<file path="src/rtl/core/u8u16_pkg.sv">
`default_nettype none

package u8u16_pkg;

    localparam int EscSlots  = 4;
    localparam int TailSlots = 2;
    localparam int HeldDepth = 3;

    localparam logic [15:0] EscHigh     = 16'hDBFF;
    localparam logic [15:0] EscLowBase  = 16'hDE00;
    localparam logic [15:0] SurHighBase = 16'hD800;
    localparam logic [15:0] SurLowBase  = 16'hDC00;
    localparam logic [20:0] PlaneOne    = 21'h010000;
    localparam logic [20:0] BmpMax      = 21'h00FFFF;

    typedef struct packed {
        logic [7:0] data_byte;
        logic       final_byte;
    } t_in_word;

    typedef struct packed {
        logic [15:0] code_unit;
        logic        run_end;
        logic        string_end;
    } t_out_word;

    // Everything one input byte emits: escape pairs first, then plain units.
    typedef struct packed {
        logic [EscSlots-1:0][7:0]   esc_bytes;
        logic [TailSlots-1:0][15:0] tail_units;
        logic [2:0]                 esc_cnt;
        logic [3:0]                 unit_cnt;
        logic                       final_byte;
    } t_job;

endpackage

`default_nettype wire

</file>
<file path="src/rtl/core/u8u16_front.sv">
`default_nettype none

module u8u16_front (
    input  wire logic               i_clk,
    input  wire logic               i_rst_n,
    input  wire logic               i_accept,
    input  wire u8u16_pkg::t_in_word i_word,
    output      logic               o_push,
    output      u8u16_pkg::t_job    o_job
);
    import u8u16_pkg::*;

    logic [1:0]  r_bytes_needed, n_bytes_needed;
    logic [1:0]  r_seq_len, n_seq_len;
    logic [20:0] r_acc, n_acc;
    logic [7:0]  r_held [HeldDepth];
    logic [7:0]  n_held [HeldDepth];

    logic [7:0]  in_byte;
    logic        fin;
    logic [20:0] acc_shift;
    logic [20:0] cp_off;
    logic [1:0]  flush_cnt;
    logic        flush_new;
    logic        append;
    logic [1:0]  tail_cnt;
    logic [7:0]  src [HeldDepth];

    assign in_byte   = i_word.data_byte;
    assign fin       = i_word.final_byte;
    assign acc_shift = {r_acc[14:0], in_byte[5:0]};
    assign cp_off    = acc_shift - PlaneOne;

    always_comb begin
        n_bytes_needed = r_bytes_needed;
        n_seq_len      = r_seq_len;
        n_acc          = r_acc;
        n_held         = r_held;
        flush_cnt      = 2'd0;
        flush_new      = 1'b0;
        append         = 1'b0;
        tail_cnt       = 2'd0;
        o_job          = '0;

        if (r_bytes_needed != 2'd0 && in_byte[7:6] == 2'b10) begin
            n_acc          = acc_shift;
            n_bytes_needed = r_bytes_needed - 2'd1;
            if (r_bytes_needed == 2'd1) begin
                n_seq_len = 2'd0;
                if (acc_shift > BmpMax) begin
                    o_job.tail_units[0] = SurHighBase + {5'd0, cp_off[20:10]};
                    o_job.tail_units[1] = SurLowBase + {6'd0, cp_off[9:0]};
                    tail_cnt = 2'd2;
                end else begin
                    o_job.tail_units[0] = acc_shift[15:0];
                    tail_cnt = 2'd1;
                end
            end else begin
                if (r_seq_len != 2'd3) begin
                    n_held[r_seq_len] = in_byte;
                    n_seq_len = r_seq_len + 2'd1;
                end
                // unfinished at the last byte: escape everything held
                if (fin) begin
                    flush_cnt = n_seq_len;
                    flush_new = 1'b1;
                end
            end
        end else begin
            if (r_bytes_needed != 2'd0) begin
                flush_cnt = r_seq_len;
            end
            n_bytes_needed = 2'd0;
            n_seq_len      = 2'd0;
            case (in_byte) inside
                [8'h00:8'h7F]: begin
                    o_job.tail_units[0] = {8'd0, in_byte};
                    tail_cnt = 2'd1;
                end
                [8'hC0:8'hDF]: begin
                    n_acc = {16'd0, in_byte[4:0]};
                    n_bytes_needed = 2'd1;
                end
                [8'hE0:8'hEF]: begin
                    n_acc = {17'd0, in_byte[3:0]};
                    n_bytes_needed = 2'd2;
                end
                [8'hF0:8'hF7]: begin
                    n_acc = {18'd0, in_byte[2:0]};
                    n_bytes_needed = 2'd3;
                end
                default: begin
                    append = 1'b1;
                end
            endcase
            if (n_bytes_needed != 2'd0) begin
                n_held[0] = in_byte;
                n_seq_len = 2'd1;
                if (fin) begin
                    append = 1'b1;
                end
            end
        end

        if (fin) begin
            n_bytes_needed = 2'd0;
            n_seq_len      = 2'd0;
        end

        for (int k = 0; k < HeldDepth; k++) begin
            src[k] = flush_new ? n_held[k] : r_held[k];
        end
        for (int k = 0; k < HeldDepth; k++) begin
            o_job.esc_bytes[k] = (2'(k) < flush_cnt) ? src[k] : in_byte;
        end
        o_job.esc_bytes[EscSlots-1] = in_byte;
        o_job.esc_cnt    = {1'b0, flush_cnt} + {2'd0, append};
        o_job.unit_cnt   = {o_job.esc_cnt, 1'b0} + {2'd0, tail_cnt};
        o_job.final_byte = fin;
    end

    assign o_push = i_accept && (o_job.unit_cnt != 4'd0);

    always_ff @(posedge i_clk) begin
        if (!i_rst_n) begin
            r_bytes_needed <= 2'd0;
            r_seq_len      <= 2'd0;
            r_acc          <= '0;
        end else if (i_accept) begin
            r_bytes_needed <= n_bytes_needed;
            r_seq_len      <= n_seq_len;
            r_acc          <= n_acc;
        end
    end

    always_ff @(posedge i_clk) begin
        if (i_accept) begin
            r_held <= n_held;
        end
    end

endmodule

`default_nettype wire

</file>
<file path="src/rtl/core/u8u16_queue.sv">
`default_nettype none

module u8u16_queue (
    input  wire logic            i_clk,
    input  wire logic            i_rst_n,
    input  wire logic            i_push,
    input  wire u8u16_pkg::t_job i_job,
    input  wire logic            i_pop,
    output      logic            o_full,
    output      logic            o_valid,
    output      u8u16_pkg::t_job o_job
);
    import u8u16_pkg::*;

    t_job       r_mem [2];
    logic       r_wr_ptr;
    logic       r_rd_ptr;
    logic [1:0] r_count;

    assign o_full  = (r_count == 2'd2);
    assign o_valid = (r_count != 2'd0);
    assign o_job   = r_mem[r_rd_ptr];

    always_ff @(posedge i_clk) begin
        if (!i_rst_n) begin
            r_wr_ptr <= 1'b0;
            r_rd_ptr <= 1'b0;
            r_count  <= 2'd0;
        end else begin
            if (i_push) begin
                r_wr_ptr <= ~r_wr_ptr;
            end
            if (i_pop) begin
                r_rd_ptr <= ~r_rd_ptr;
            end
            r_count <= r_count + {1'b0, i_push} - {1'b0, i_pop};
        end
    end

    always_ff @(posedge i_clk) begin
        if (i_push) begin
            r_mem[r_wr_ptr] <= i_job;
        end
    end

endmodule

`default_nettype wire

</file>
<file path="src/rtl/core/u8u16_back.sv">
`default_nettype none

module u8u16_back (
    input  wire logic                i_clk,
    input  wire logic                i_rst_n,
    input  wire logic                i_job_valid,
    input  wire u8u16_pkg::t_job     i_job,
    output      logic                o_pop,
    output      logic                o_out_valid,
    input  wire logic                i_out_stall,
    output      u8u16_pkg::t_out_word o_out_data
);
    import u8u16_pkg::*;

    logic [2:0]  r_idx, n_idx;
    logic        r_out_valid;
    t_out_word   r_out;

    logic        load;
    logic        last;
    logic [3:0]  esc_units;
    logic [7:0]  esc_byte;
    logic [15:0] unit;

    assign load      = i_job_valid && (!r_out_valid || !i_out_stall);
    assign esc_units = {i_job.esc_cnt, 1'b0};
    assign esc_byte  = i_job.esc_bytes[r_idx[2:1]];
    assign last      = ({1'b0, r_idx} == (i_job.unit_cnt - 4'd1));
    assign o_pop     = load && last;

    always_comb begin
        if ({1'b0, r_idx} < esc_units) begin
            unit = r_idx[0] ? (EscLowBase + {8'd0, esc_byte}) : EscHigh;
        end else begin
            // escape units come in pairs, so the tail slot is the low index bit
            unit = i_job.tail_units[r_idx[0]];
        end
        n_idx = r_idx;
        if (load) begin
            n_idx = last ? 3'd0 : r_idx + 3'd1;
        end
    end

    always_ff @(posedge i_clk) begin
        if (!i_rst_n) begin
            r_idx       <= 3'd0;
            r_out_valid <= 1'b0;
        end else begin
            r_idx <= n_idx;
            if (load) begin
                r_out_valid <= 1'b1;
            end else if (!i_out_stall) begin
                r_out_valid <= 1'b0;
            end
        end
    end

    always_ff @(posedge i_clk) begin
        if (load) begin
            r_out.code_unit  <= unit;
            r_out.run_end    <= last;
            r_out.string_end <= last && i_job.final_byte;
        end
    end

    assign o_out_valid = r_out_valid;
    assign o_out_data  = r_out;

endmodule

`default_nettype wire

</file>
<file path="src/rtl/core/utf8_to_utf16_decoder_unit.sv">
`default_nettype none

// UTF-8 to UTF-16 decoder. One byte is taken per cycle whenever the two-entry
// job queue has room; the front end updates the sequence state in that same
// cycle and queues the units the byte produces. Unless the output stalls, the
// back end sends one code unit per cycle from the queue head into a registered
// output; a byte yielding n units (up to eight for a broken sequence followed
// by a bad byte) holds it until all n are sent, and ASCII or completing bytes
// that yield one unit each run at one byte per cycle. Continuation and lead
// bytes that only extend a sequence produce nothing and cost no back-end time.
// A byte's first unit goes through the job queue, then the output register.
module utf8_to_utf16_decoder_unit (
    input  wire logic                 i_clk,
    input  wire logic                 i_rst_n,
    input  wire logic                 i_in_valid,
    output      logic                 o_in_stall,
    input  wire u8u16_pkg::t_in_word  i_in_data,
    output      logic                 o_out_valid,
    input  wire logic                 i_out_stall,
    output      u8u16_pkg::t_out_word o_out_data
);
    import u8u16_pkg::*;

    logic accept;
    logic push;
    logic pop;
    logic full;
    logic head_valid;
    t_job new_job;
    t_job head_job;

    assign o_in_stall = full;
    assign accept     = i_in_valid && !full;

    u8u16_front u_front (
        .i_clk    (i_clk),
        .i_rst_n  (i_rst_n),
        .i_accept (accept),
        .i_word   (i_in_data),
        .o_push   (push),
        .o_job    (new_job)
    );

    u8u16_queue u_queue (
        .i_clk   (i_clk),
        .i_rst_n (i_rst_n),
        .i_push  (push),
        .i_job   (new_job),
        .i_pop   (pop),
        .o_full  (full),
        .o_valid (head_valid),
        .o_job   (head_job)
    );

    u8u16_back u_back (
        .i_clk       (i_clk),
        .i_rst_n     (i_rst_n),
        .i_job_valid (head_valid),
        .i_job       (head_job),
        .o_pop       (pop),
        .o_out_valid (o_out_valid),
        .i_out_stall (i_out_stall),
        .o_out_data  (o_out_data)
    );

endmodule

`default_nettype wire
</file>
<file path="config.mk">
export PLATFORM = sky130hd
export DESIGN_NAME = utf8_to_utf16_decoder_unit
export DESIGN_NICKNAME = d
export VERILOG_FILES = /design/src/rtl/core/u8u16_pkg.sv /design/src/rtl/core/u8u16_front.sv /design/src/rtl/core/u8u16_queue.sv /design/src/rtl/core/u8u16_back.sv /design/src/rtl/core/utf8_to_utf16_decoder_unit.sv
export SDC_FILE = /design/constraint.sdc
export NUM_CORES = 1
export LEC_CHECK = 0
export ABC_AREA = 1
export BUFFER_PORTS_ARGS = -buffer_cell sky130_fd_sc_hd__buf_2
export CAP_MARGIN = 40
export CORE_UTILIZATION = 63
export CTS_CLUSTER_DIAMETER = 50
export DETAILED_ROUTE_END_ITERATION = 8
export PLACE_DENSITY = 0.81
export SETUP_SLACK_MARGIN = 0.1
export SLEW_MARGIN = 30
export SYNTH_ARGS = -nofsm -noshare
export SYNTH_HDL_FRONTEND = slang
export SYNTH_HIERARCHICAL = 1
export SYNTH_SLANG_ARGS = --single-unit
</file>
<file path="constraint.sdc">
create_clock -name i_clk -period 8.62 [get_ports i_clk]
set_clock_uncertainty 0.15 [all_clocks]
set_input_delay 0.431 -clock i_clk [delete_from_list [all_inputs] [get_ports i_clk]]
set_output_delay 0.431 -clock i_clk [all_outputs]
set_load 0.01 [all_outputs]
</file>
* Word-level counts from Yosys, hierarchy flattened *
Memory sizes are Yosys's and may differ from the RTL's. A register that Yosys moved wholly into a read port is not among the register bits.
Cells that the tools add are included.
W data, S select, Z words.

word-level totals
  output and inout bits = 20
  memories kept = 1
  bits in writable memories = 144
  logic and storage cells = 143
  input port bits = 13
  flip-flop bits (word level) = 69

memories
  name           depth  width  read ports  clocked after memory_dff  write ports  line               text
  u_queue.r_mem  2      72     1           1                         1            u8u16_queue.sv:15  t_job r_mem [2];

operators by class
  eq/ne operators = 7
  $add $sub $neg = 12
  reductions and logical operators = 21
  order comparisons = 17
  mux-type cells = 68
  bitwise gates (word level) = 3

operator list
  cell                      number
  $mux W16                  9
  $mux W8                   11
  $mux W15                  5
  $mux W24                  2
  $mux W2                   18
  $mux W32                  1
  $bwmux W24                1
  $ge A8 B8 Y1 const B      3
  $le A8 B8 Y1 const B      3
  $gt A21 B16 Y1 const B    1
  $sub A21 B17 Y21 const B  1
  $mux W1                   18
  $add A15 B11 Y16 const A  1
  $add A15 B12 Y16 const A  1
  $add A15 B9 Y16 const A   1
  $bmux W8 S2               1
  $demux W8 S2              1
  $logic_and A1 B1 Y1       11
  $ge A8 B1 Y1 const B      1
  $le A8 B7 Y1 const B      1
  $reduce_bool A4 Y1        2
  $reduce_bool A2 Y1        3
  $add A4 B2 Y4             1
  $eq A2 B2 Y1 const B      2
  24 further kinds          29

* Longest topological paths before layout *
Gate-level depths: netlist (run 1).

  word-level depth = 16
  depth in mapped cells = 21
  depth with buffers taken out = 20

* Hierarchy *
The synthesis (run 1) kept the hierarchy.

by module, submodules not included
  module                      seq. area each (sq um)  instances  area an instance (sq um)  cells an instance
  u8u16_queue                 4,424.2                 1          5,774.3                   257
  u8u16_front                 1,101.1                 1          3,153.0                   467
  u8u16_back                  620.6                   1          1,493.9                   186
  utf8_to_utf16_decoder_unit  0.0                     1          10.0                      2

* Least setup slack after synthesis (run 1) *
No wires, ideal clock.

  path kind = register to register
  start = reg u_front.r_bytes_needed[0]
  end = mem u_queue/r_mem[0][0] in the netlist's numbering (enable)
  path buffers = 1
  arrival = 5,579 ps
  slack = 2,387 ps
  setup time = 504 ps
  clock period less this slack = 6,233 ps
  required time = 7,966 ps
  stages on the path, launching flop included = 18
  cells stage by stage = dfxtp_1 inv_1 ha_1 inv_1 nand3_1 buf_4 nand3_1 o21a_2 inv_2 ha_1 ha_1 fa_1 nor3_1 nand3_1 nand2_1 inv_1 inv_1 nor2_1

RTL lines
  element                   line                text
  start: declaration        u8u16_front.sv:13   logic [1:0] r_bytes_needed, n_bytes_needed;
  start signal: assignment  u8u16_front.sv:130  r_bytes_needed <= n_bytes_needed;
  end: declaration          u8u16_queue.sv:15

==> results of run 1 <==
[power breakdown]
group,leakage [nW],internal [mW],switching (mW)
Clock,0.380,0.603,0.384
Sequential,1.95,1.24,0.0369
Combinational,2.17,0.147,0.244
Total,4.49,1.99,0.665
[layout by cell type (no fill, tap or decap), types with 2 or more instances in the layout]
| cell | synthesis | routed |
|---|---|---|
| a22oi_1 | 11 | 11 |
| mux2_2 | 2 | 2 |
| nand2_4 | 2 | 2 |
| clkbuf_8 | 0 | 4 |
| clkinv_1 | 0 | 2 |
| buf_4 | 17 | 5 |
| or2_2 | 2 | 2 |
| nor3_1 | 2 | 2 |
| nand2_2 | 5 | 5 |
| clkinv_2 | 0 | 3 |
| o21ai_1 | 19 | 19 |
| nand3b_1 | 2 | 2 |
| o21ai_2 | 3 | 3 |
| ha_1 | 11 | 11 |
| inv_2 | 9 | 10 |
| clkbuf_1 | 7 | 5 |
| dfxtp_1 | 28 | 27 |
| nand2_1 | 220 | 220 |
| xor2_1 | 3 | 3 |
| inv_1 | 74 | 73 |
| nor2_1 | 69 | 68 |
| edfxtp_1 | 186 | 186 |
| o211ai_1 | 25 | 25 |
| nand3_1 | 25 | 25 |
| mux2i_1 | 8 | 8 |
| a21oi_1 | 16 | 16 |
| xnor2_1 | 2 | 2 |
| bufinv_16 | 0 | 2 |
| nor2_4 | 3 | 4 |
| clkbuf_16 | 0 | 24 |
| nor2_2 | 4 | 4 |
| buf_2 | 14 | 32 |
| o21ai_0 | 39 | 39 |
| mux2_4 | 70 | 70 |
| o21a_1 | 8 | 8 |
[worst min-delay path by stage]
| stage | startpoint | to |
|---|---|---|
| 3_3_place_gp | u_front/r_bytes_needed[1] | u_front/r_bytes_needed[1] |
| 3_5_place_dp | u_front/r_bytes_needed[1] | u_front/r_bytes_needed[1] |
| 5_1_grt | i_in_data[0] | u_queue/r_mem[1][0] |
| 6_report | i_in_data[0] | u_queue/r_mem[1][0] |
| 4_1_cts | i_in_data[0] | u_queue/r_mem[1][0] |
| 2_1_floorplan | u_front/r_bytes_needed[1] | u_front/r_bytes_needed[1] |
[stage by stage]
stage                 util  setup WS, ns  std cells  total power [mW]
finish              0.7053         3.941       1157             2.652
global route        0.7053         3.565       1157             2.752
CTS                 0.7046         3.979       1156             2.661
detailed placement  0.6566         4.015       1115             1.679
global placement    0.6549         4.119       1114             1.661
floorplan                -         2.387        912             1.587
[per-layer routing]
layer	track usage	wire length, microns	part of all wire
met1	0.3719	9117	0.42
met2	0.4189	10100	0.47
met3	0.04967	1755	0.081
met4	0.08722	611	0.028
met5	0	0	0
[worst max-delay path, stage by stage (launching register included)]
cell	delay [ns]
dfxtp_1	0.35
inv_1	0.07
ha_1	0.25
inv_1	0.10
nand3_1	0.37
nand3_1	0.20
o21a_2	0.17
inv_2	0.04
ha_1	0.31
ha_1	0.21
fa_1	0.53
nor3_1	0.06
nand3_1	0.09
nand2_1	0.06
inv_1	0.13
nand2_1	0.10
inv_2	0.43
buf_4	0.63
[state kept, by name, summed over array words and instances, names as in the netlist, named ones only]
signal / count
u_front/r_seq_len: 2
u_back/r_idx: 3
u_back/o_out_valid: 1
u_queue/r_mem: 144
u_queue/r_rd_ptr: 1
u_front/r_acc: 15
u_front/r_bytes_needed: 2
u_queue/r_wr_ptr: 1
u_front/r_held: 24
u_queue/r_count: 2
u_back/o_out_data: 18
[final cells by class]
| type | count | area, sq um |
|---|---|---|
| inverter | 85 | 326.6 |
| multi-input combinational | 562 | 3535 |
| timing repair buffer | 39 | 236.5 |
| fill | 1103 | 4715 |
| tap | 216 | 270.3 |
| clock buffer | 33 | 674.4 |
| clock inverter | 8 | 93.84 |
| sequential | 214 | 6150 |
[kinds of logic after synthesis]
| group | after synthesis | synth area share |
|---|---|---|
| muxes | 80 | 0.1106 |
| AOI/OAI and AO/OA | 125 | 0.07281 |
| xor gates and xnor gates | 5 | 0.004199 |
| DFF | 214 | 0.5892 |
| adders and majority gates | 12 | 0.01511 |
| other | 1 | 0.0003595 |
| buffers and inverters | 136 | 0.07269 |
| and+or+nand+nor | 339 | 0.1351 |
==> results.py, run 1 <==
metrics = {
    "synthesis": {
        "yosys_warnings": 6,
        "synth-seq-cells": 214,
        "synth_commonest_cells": "nand2_1, edfxtp_1, inv_1, mux2_4, nor2_1",
        "yosysTopAreaCellShare": 0.5354,
        "synth_area_sq_um": 10430,
        "synth_edf_count": 186,
        "async_flop_share": 0,
        "syn_inst": 912,
        "syn_avg_cell_area_sq_um": 11.44,
        "yosys.area.top_type": "edfxtp_1",
        "ys.flop_type": "edfxtp_1",
        "yosysMostFrequentCell": "nand2_1",
        "synth_seq_area_share": 0.5892,
        "synthTopCellsByArea": "edfxtp_1, mux2_4, nand2_1",
        "syn_nets": 937,
        "synth_cell_types": 45,
    },
    "cts": {
        "clockBufferDepth": 3,
        "clkLatencyLatePin_ns": 0.50,
        "hold_buffers": 0,
        "cts-root-buf": "clkbuf_16",
        "post_cts_buffers": 0,
        "cts_resized": 0,
        "htreeDepth": 1,
        "clkSinkCount": 214,
        "clk_pin_slew_ns": 0.06,
        "cts_buffers": 23,
        "cts_tree": "done",
    },
    "placement": {
        "dp_hpwl_microns": 14240,
        "gp_congestion": 0.9277,
        "dpl_cell_area_sq_um": 10510,
        "io_buffer_count": 32,
    },
    "sta": {
        "slew_violations": 0,
        "hold-worst-slack_ns": 0.04959,
        "period_minus_slack_ns": 4.679,
        "setup_viol": 0,
        "fin_crit_sh": 0.5429,
        "fmax_mhz": 213.7,
        "setup-tns-final_ns": 0,
        "hold_violations": 0,
        "worst_pin_slew_ns": 0.8098,
        "maxSlewHeadroom": 0.4602,
        "rsz0062_at_grt": "false",
    },
    "cells_and_area": {
        "drive_above_1_share": 0.1934,
        "antenna_cells": 0,
        "stdcell_area_sq_um": 11290,
        "layout.nets": 950,
        "area_growth_pct": 8.192,
    },
    "setup_path": {
        "end_kind": "flop",
        "ff2ff_setup_slack_ns": 3.94,
        "critical_path_arrival_ns": 4.66,
        "r2r-start": "u_front/r_bytes_needed[0]",
        "required_ns": 8.60,
        "reg2reg_depth": 17,
        "criticalPathCategory": "flop to flop",
        "critPathLaunchType": "flop",
        "critPathLaunch": "u_front/r_bytes_needed[0]",
        "cp-endpoint": "u_queue/r_mem[1][56]",
        "cp_max_fo": 49,
        "r2r_end": "u_queue/r_mem[1][56]",
    },
    "power": {
        "leakagePower_nw": 4.494,
        "peakVddDrop_v": 0.0001713,
        "p_per_area_nw_per_um2": 235.0,
    },
    "global_routing": {
        "gr-total-overflow": 0,
        "grt_pass1_wl_microns": 33670,
        "antenna_found_initial": 0,
        "grt_max_degree": 63,
        "grt_pass1_vias": 6287,
        "grtUsageTotal": 0.2647,
    },
    "drt": {
        "route.detailed.drc": 0,
        "ant_nets": 0,
        "drtIter0Drc": 637,
        "viasPerCell": 5.765,
        "wire_per_inst_microns": 18.65,
        "first_pass_iters": 5,
        "vias": 6670,
        "routed_wl_microns": 21580,
    },
    "floorplan": {
        "rows": 46,
        "design.portCount": 33,
        "die_area_sq_um": 17080,
        "die_h_microns": 130.7,
        "start_util": 0.6519,
        "core-area_sq_um": 16000,
        "die_w_microns": 130.7,
    },
    "flow_run": {
        "max_cap_violations": 0,
    },
    "min_path": {
        "min_path_type": "input pin to flop",
        "min_path_cells": 1,
    },
    "outcome": {
        "status": "complete, no violations",
    },
}
Power figures use the tool's default switching activity.
==> inputs of run 2 (changes only) <==
--- a/config.mk
+++ b/config.mk
@@ -5,13 +5,13 @@
 export SDC_FILE = /design/constraint.sdc
 export NUM_CORES = 1
 export LEC_CHECK = 0
-export ABC_AREA = 1
+export ABC_AREA = 0
 export BUFFER_PORTS_ARGS = -buffer_cell sky130_fd_sc_hd__buf_2
 export CAP_MARGIN = 40
-export CORE_UTILIZATION = 63
+export CORE_UTILIZATION = 56
 export CTS_CLUSTER_DIAMETER = 50
 export DETAILED_ROUTE_END_ITERATION = 8
-export PLACE_DENSITY = 0.81
+export PLACE_DENSITY = 0.76
 export SETUP_SLACK_MARGIN = 0.1
 export SLEW_MARGIN = 30
 export SYNTH_ARGS = -nofsm -noshare
==> constraint.sdc (replaced) <==
create_clock -name i_clk -period 4.3 [get_ports i_clk]
set_clock_uncertainty 0.15 [all_clocks]
set_input_delay 0.215 -clock i_clk [delete_from_list [all_inputs] [get_ports i_clk]]
set_output_delay 0.215 -clock i_clk [all_outputs]
set_load 0.01 [all_outputs]
==> results.py, run 2 <==
metrics = {
    "outcome": {
        "status": "complete, no violations",
    },
    "setup_path": {
        "crit_path_cell_trace": "inv_1 > ha_4 > or3b_1 > or3_4 > o21ai_2 > ha_1 > ha_2 > fa_1 > o41a_1 > and2_2 > buf_6",
        "slowest_delay_ns": 0.51,
        "end_kind": "flop",
        "criticalPathCategory": "flop to flop",
        "critPathLaunchType": "flop",
        "path_depth": 11,
        "slowest_stage": "fa_1",
        "cp_max_fo": 47,
        "r2r_end": "u_queue/r_mem[1][26]",
        "crit_family": "adder cells",
        "ff2ff_setup_slack_ns": 0.21,
        "critical_path_arrival_ns": 4.15,
        "reg2reg_depth": 11,
        "cp_num_buf_inv": 2,
        "required_ns": 4.36,
        "r2r-start": "u_front/r_bytes_needed[1]",
    },
    "sta": {
        "slew_violations": 0,
        "worst_pin_slew_ns": 0.8271,
        "fin_crit_sh": 0.9522,
        "rsz0062_at_grt": "false",
        "worst_slack_ns": 0.2055,
        "maxSlewHeadroom": 0.4486,
        "hold_violations": 0,
        "hold-worst-slack_ns": 0.01775,
        "period_minus_slack_ns": 4.094,
        "setup_viol": 0,
        "fmax_mhz": 244.2,
    },
    "synthesis": {
        "yosysTopAreaCellShare": 0.5437,
        "synth_commonest_cells": "edfxtp_1, mux2_4, dfxtp_1, nand2_1, mux2_2",
        "synthTopCellsByArea": "edfxtp_1, mux2_4, dfxtp_1",
        "syn_avg_cell_area_sq_um": 14.95,
        "async_flop_share": 0,
        "ys.flop_type": "edfxtp_1",
        "synth-seq-cells": 214,
        "yosys_warnings": 6,
        "yosysMostFrequentCell": "edfxtp_1",
        "syn_inst": 687,
        "synth_seq_area_share": 0.5982,
        "synth_edf_count": 186,
        "yosys.area.top_type": "edfxtp_1",
        "synth_cell_types": 72,
        "syn_nets": 712,
        "synth_area_sq_um": 10270,
    },
    "drt": {
        "wire_per_inst_microns": 20.34,
        "drtIter0Drc": 411,
        "ant_nets": 0,
        "vias": 5816,
        "first_pass_iters": 5,
        "viasPerCell": 6.058,
        "route.detailed.drc": 0,
        "routed_wl_microns": 19530,
    },
    "cts": {
        "cts-root-buf": "clkbuf_16",
        "htreeDepth": 1,
        "clockBufferDepth": 3,
        "clkLatencyLatePin_ns": 0.51,
        "clk_pin_slew_ns": 0.06,
        "cts_buffers": 23,
        "clkSinkCount": 214,
        "cts_tree": "done",
    },
    "cells_and_area": {
        "area_growth_pct": 10.21,
        "final_cells": 960,
        "layout.nets": 739,
        "final_common_cell": "edfxtp_1",
        "largest_register_ffs": 144,
        "antenna_cells": 0,
        "drive_above_1_share": 0.2818,
        "largest-register": "u_queue/r_mem",
        "final_cell_mix": "edfxtp_1, mux2_4, buf_2, nand2_1",
    },
    "global_routing": {
        "grt_pass1_wl_microns": 30750,
        "grt_max_degree": 48,
        "gr-total-overflow": 0,
        "grtUsageTotal": 0.2134,
        "grt_pass1_vias": 5783,
        "antenna_found_initial": 0,
    },
    "placement": {
        "io_buffer_count": 32,
        "dp_hpwl_microns": 12770,
        "gp_congestion": 0.9059,
        "placed_cells": 909,
        "place_ws_ns": 0.1929,
    },
    "power": {
        "seq_power_share": 0.491,
        "p_per_area_nw_per_um2": 459.9,
        "p_comb_frac": 0.141,
        "switchingPower_mw": 1.224,
        "peakVddDrop_v": 0.0003644,
        "leakagePower_nw": 4.083,
        "clockPowerShare": 0.368,
        "power.total_mw": 5.208,
        "swShare": 0.2350,
        "p_int_mw": 3.984,
    },
    "floorplan": {
        "core-area_sq_um": 17960,
        "start_util": 0.5719,
        "die_w_microns": 137.4,
        "design.portCount": 33,
        "rows": 49,
        "die_h_microns": 137.4,
        "die_area_sq_um": 18890,
    },
    "min_path": {
        "min_from": "i_rst_n",
        "min_path_type": "input pin to flop",
        "min_path_cells": 2,
        "min_to": "u_front/r_bytes_needed[0]",
    },
    "flow_run": {
        "max_cap_violations": 0,
    },
}
-- run 2: power groups by stage --
stage | clock (mW) | combinational [mW] | sequential (mW)
6_report | 1.91 | 0.734 | 2.56
5_1_grt | 2.03 | 0.799 | 2.58
4_1_cts | 1.95 | 0.730 | 2.56
3_5_place_dp | 0 | 0.722 | 2.60
3_3_place_gp | 0 | 0.699 | 2.59
2_1_floorplan | 0 | 0.546 | 2.59
-- run 2: worst max path at each step --
stage	endpoint	start	slack (ns)
6_report	u_queue/r_mem[1][26]	u_front/r_bytes_needed[1]	0.21
5_1_grt	u_queue/r_mem[1][70]	u_front/r_bytes_needed[1]	0.13
4_1_cts	u_queue/r_mem[1][70]	u_front/r_bytes_needed[0]	0.15
3_5_place_dp	u_queue/r_mem[1][9]	u_front/r_bytes_needed[0]	0.19
3_3_place_gp	u_queue/r_mem[1][66]	u_front/r_bytes_needed[1]	0.29
2_1_floorplan	u_queue/r_mem[0][0]	u_front/r_bytes_needed[0]	-0.07
-- run 2: stage by stage --
step           setup TNS, ns  utilization  cell area (sq um)
2_1_floorplan         -4.770            -              10310
3_3_place_gp               0       0.5827              10470
3_5_place_dp               0       0.5827              10470
4_1_cts                    0       0.6279              11280
5_1_grt                    0       0.6303              11320
6_report                   0       0.6303              11320
-- run 2: per-layer routing --
layer	vias to the layer above	track usage	routed length, microns
li1	2670	-	-
met1	2885	0.2716	8122
met2	211	0.3596	9584
met3	50	0.03569	1117
met4	0	0.09158	706
met5	-	0	0
-- run 2: kinds of logic (layout without fill, tap and decap cells) --
| logic type | count (synthesis) | in the layout | synth area share |
|---|---|---|---|
| adders and majority gates | 12 | 12 | 0.01535 |
| other | 1 | 1 | 0.0003650 |
| xor gates and xnor gates | 8 | 8 | 0.008891 |
| DFF | 214 | 214 | 0.5982 |
| AOI/OAI and AO/OA | 108 | 108 | 0.07380 |
| and+or+nand+nor | 152 | 152 | 0.08696 |
| muxes | 120 | 120 | 0.1698 |
| buffers and inverters | 72 | 116 | 0.04664 |
-- run 2: timing repair --
action | 4_1_cts | 5_1_grt
endpoints found under the setup margin | 0 | 47
hold buffers | 7 | 0
buffers inserted | 0 | 0
endpoints found under the hold margin | 15 | 0
resized for setup | 0 | 1
-- run 2: layout make-up --
type / count / area [sq um]
timing repair buffer: 54 / 382.9
fill: 1262 / 6641
multi-input combinational: 401 / 3685
sequential: 214 / 6151
inverter: 20 / 75.07
clock buffer: 34 / 646.9
tap: 229 / 286.5
clock inverter: 8 / 95.09
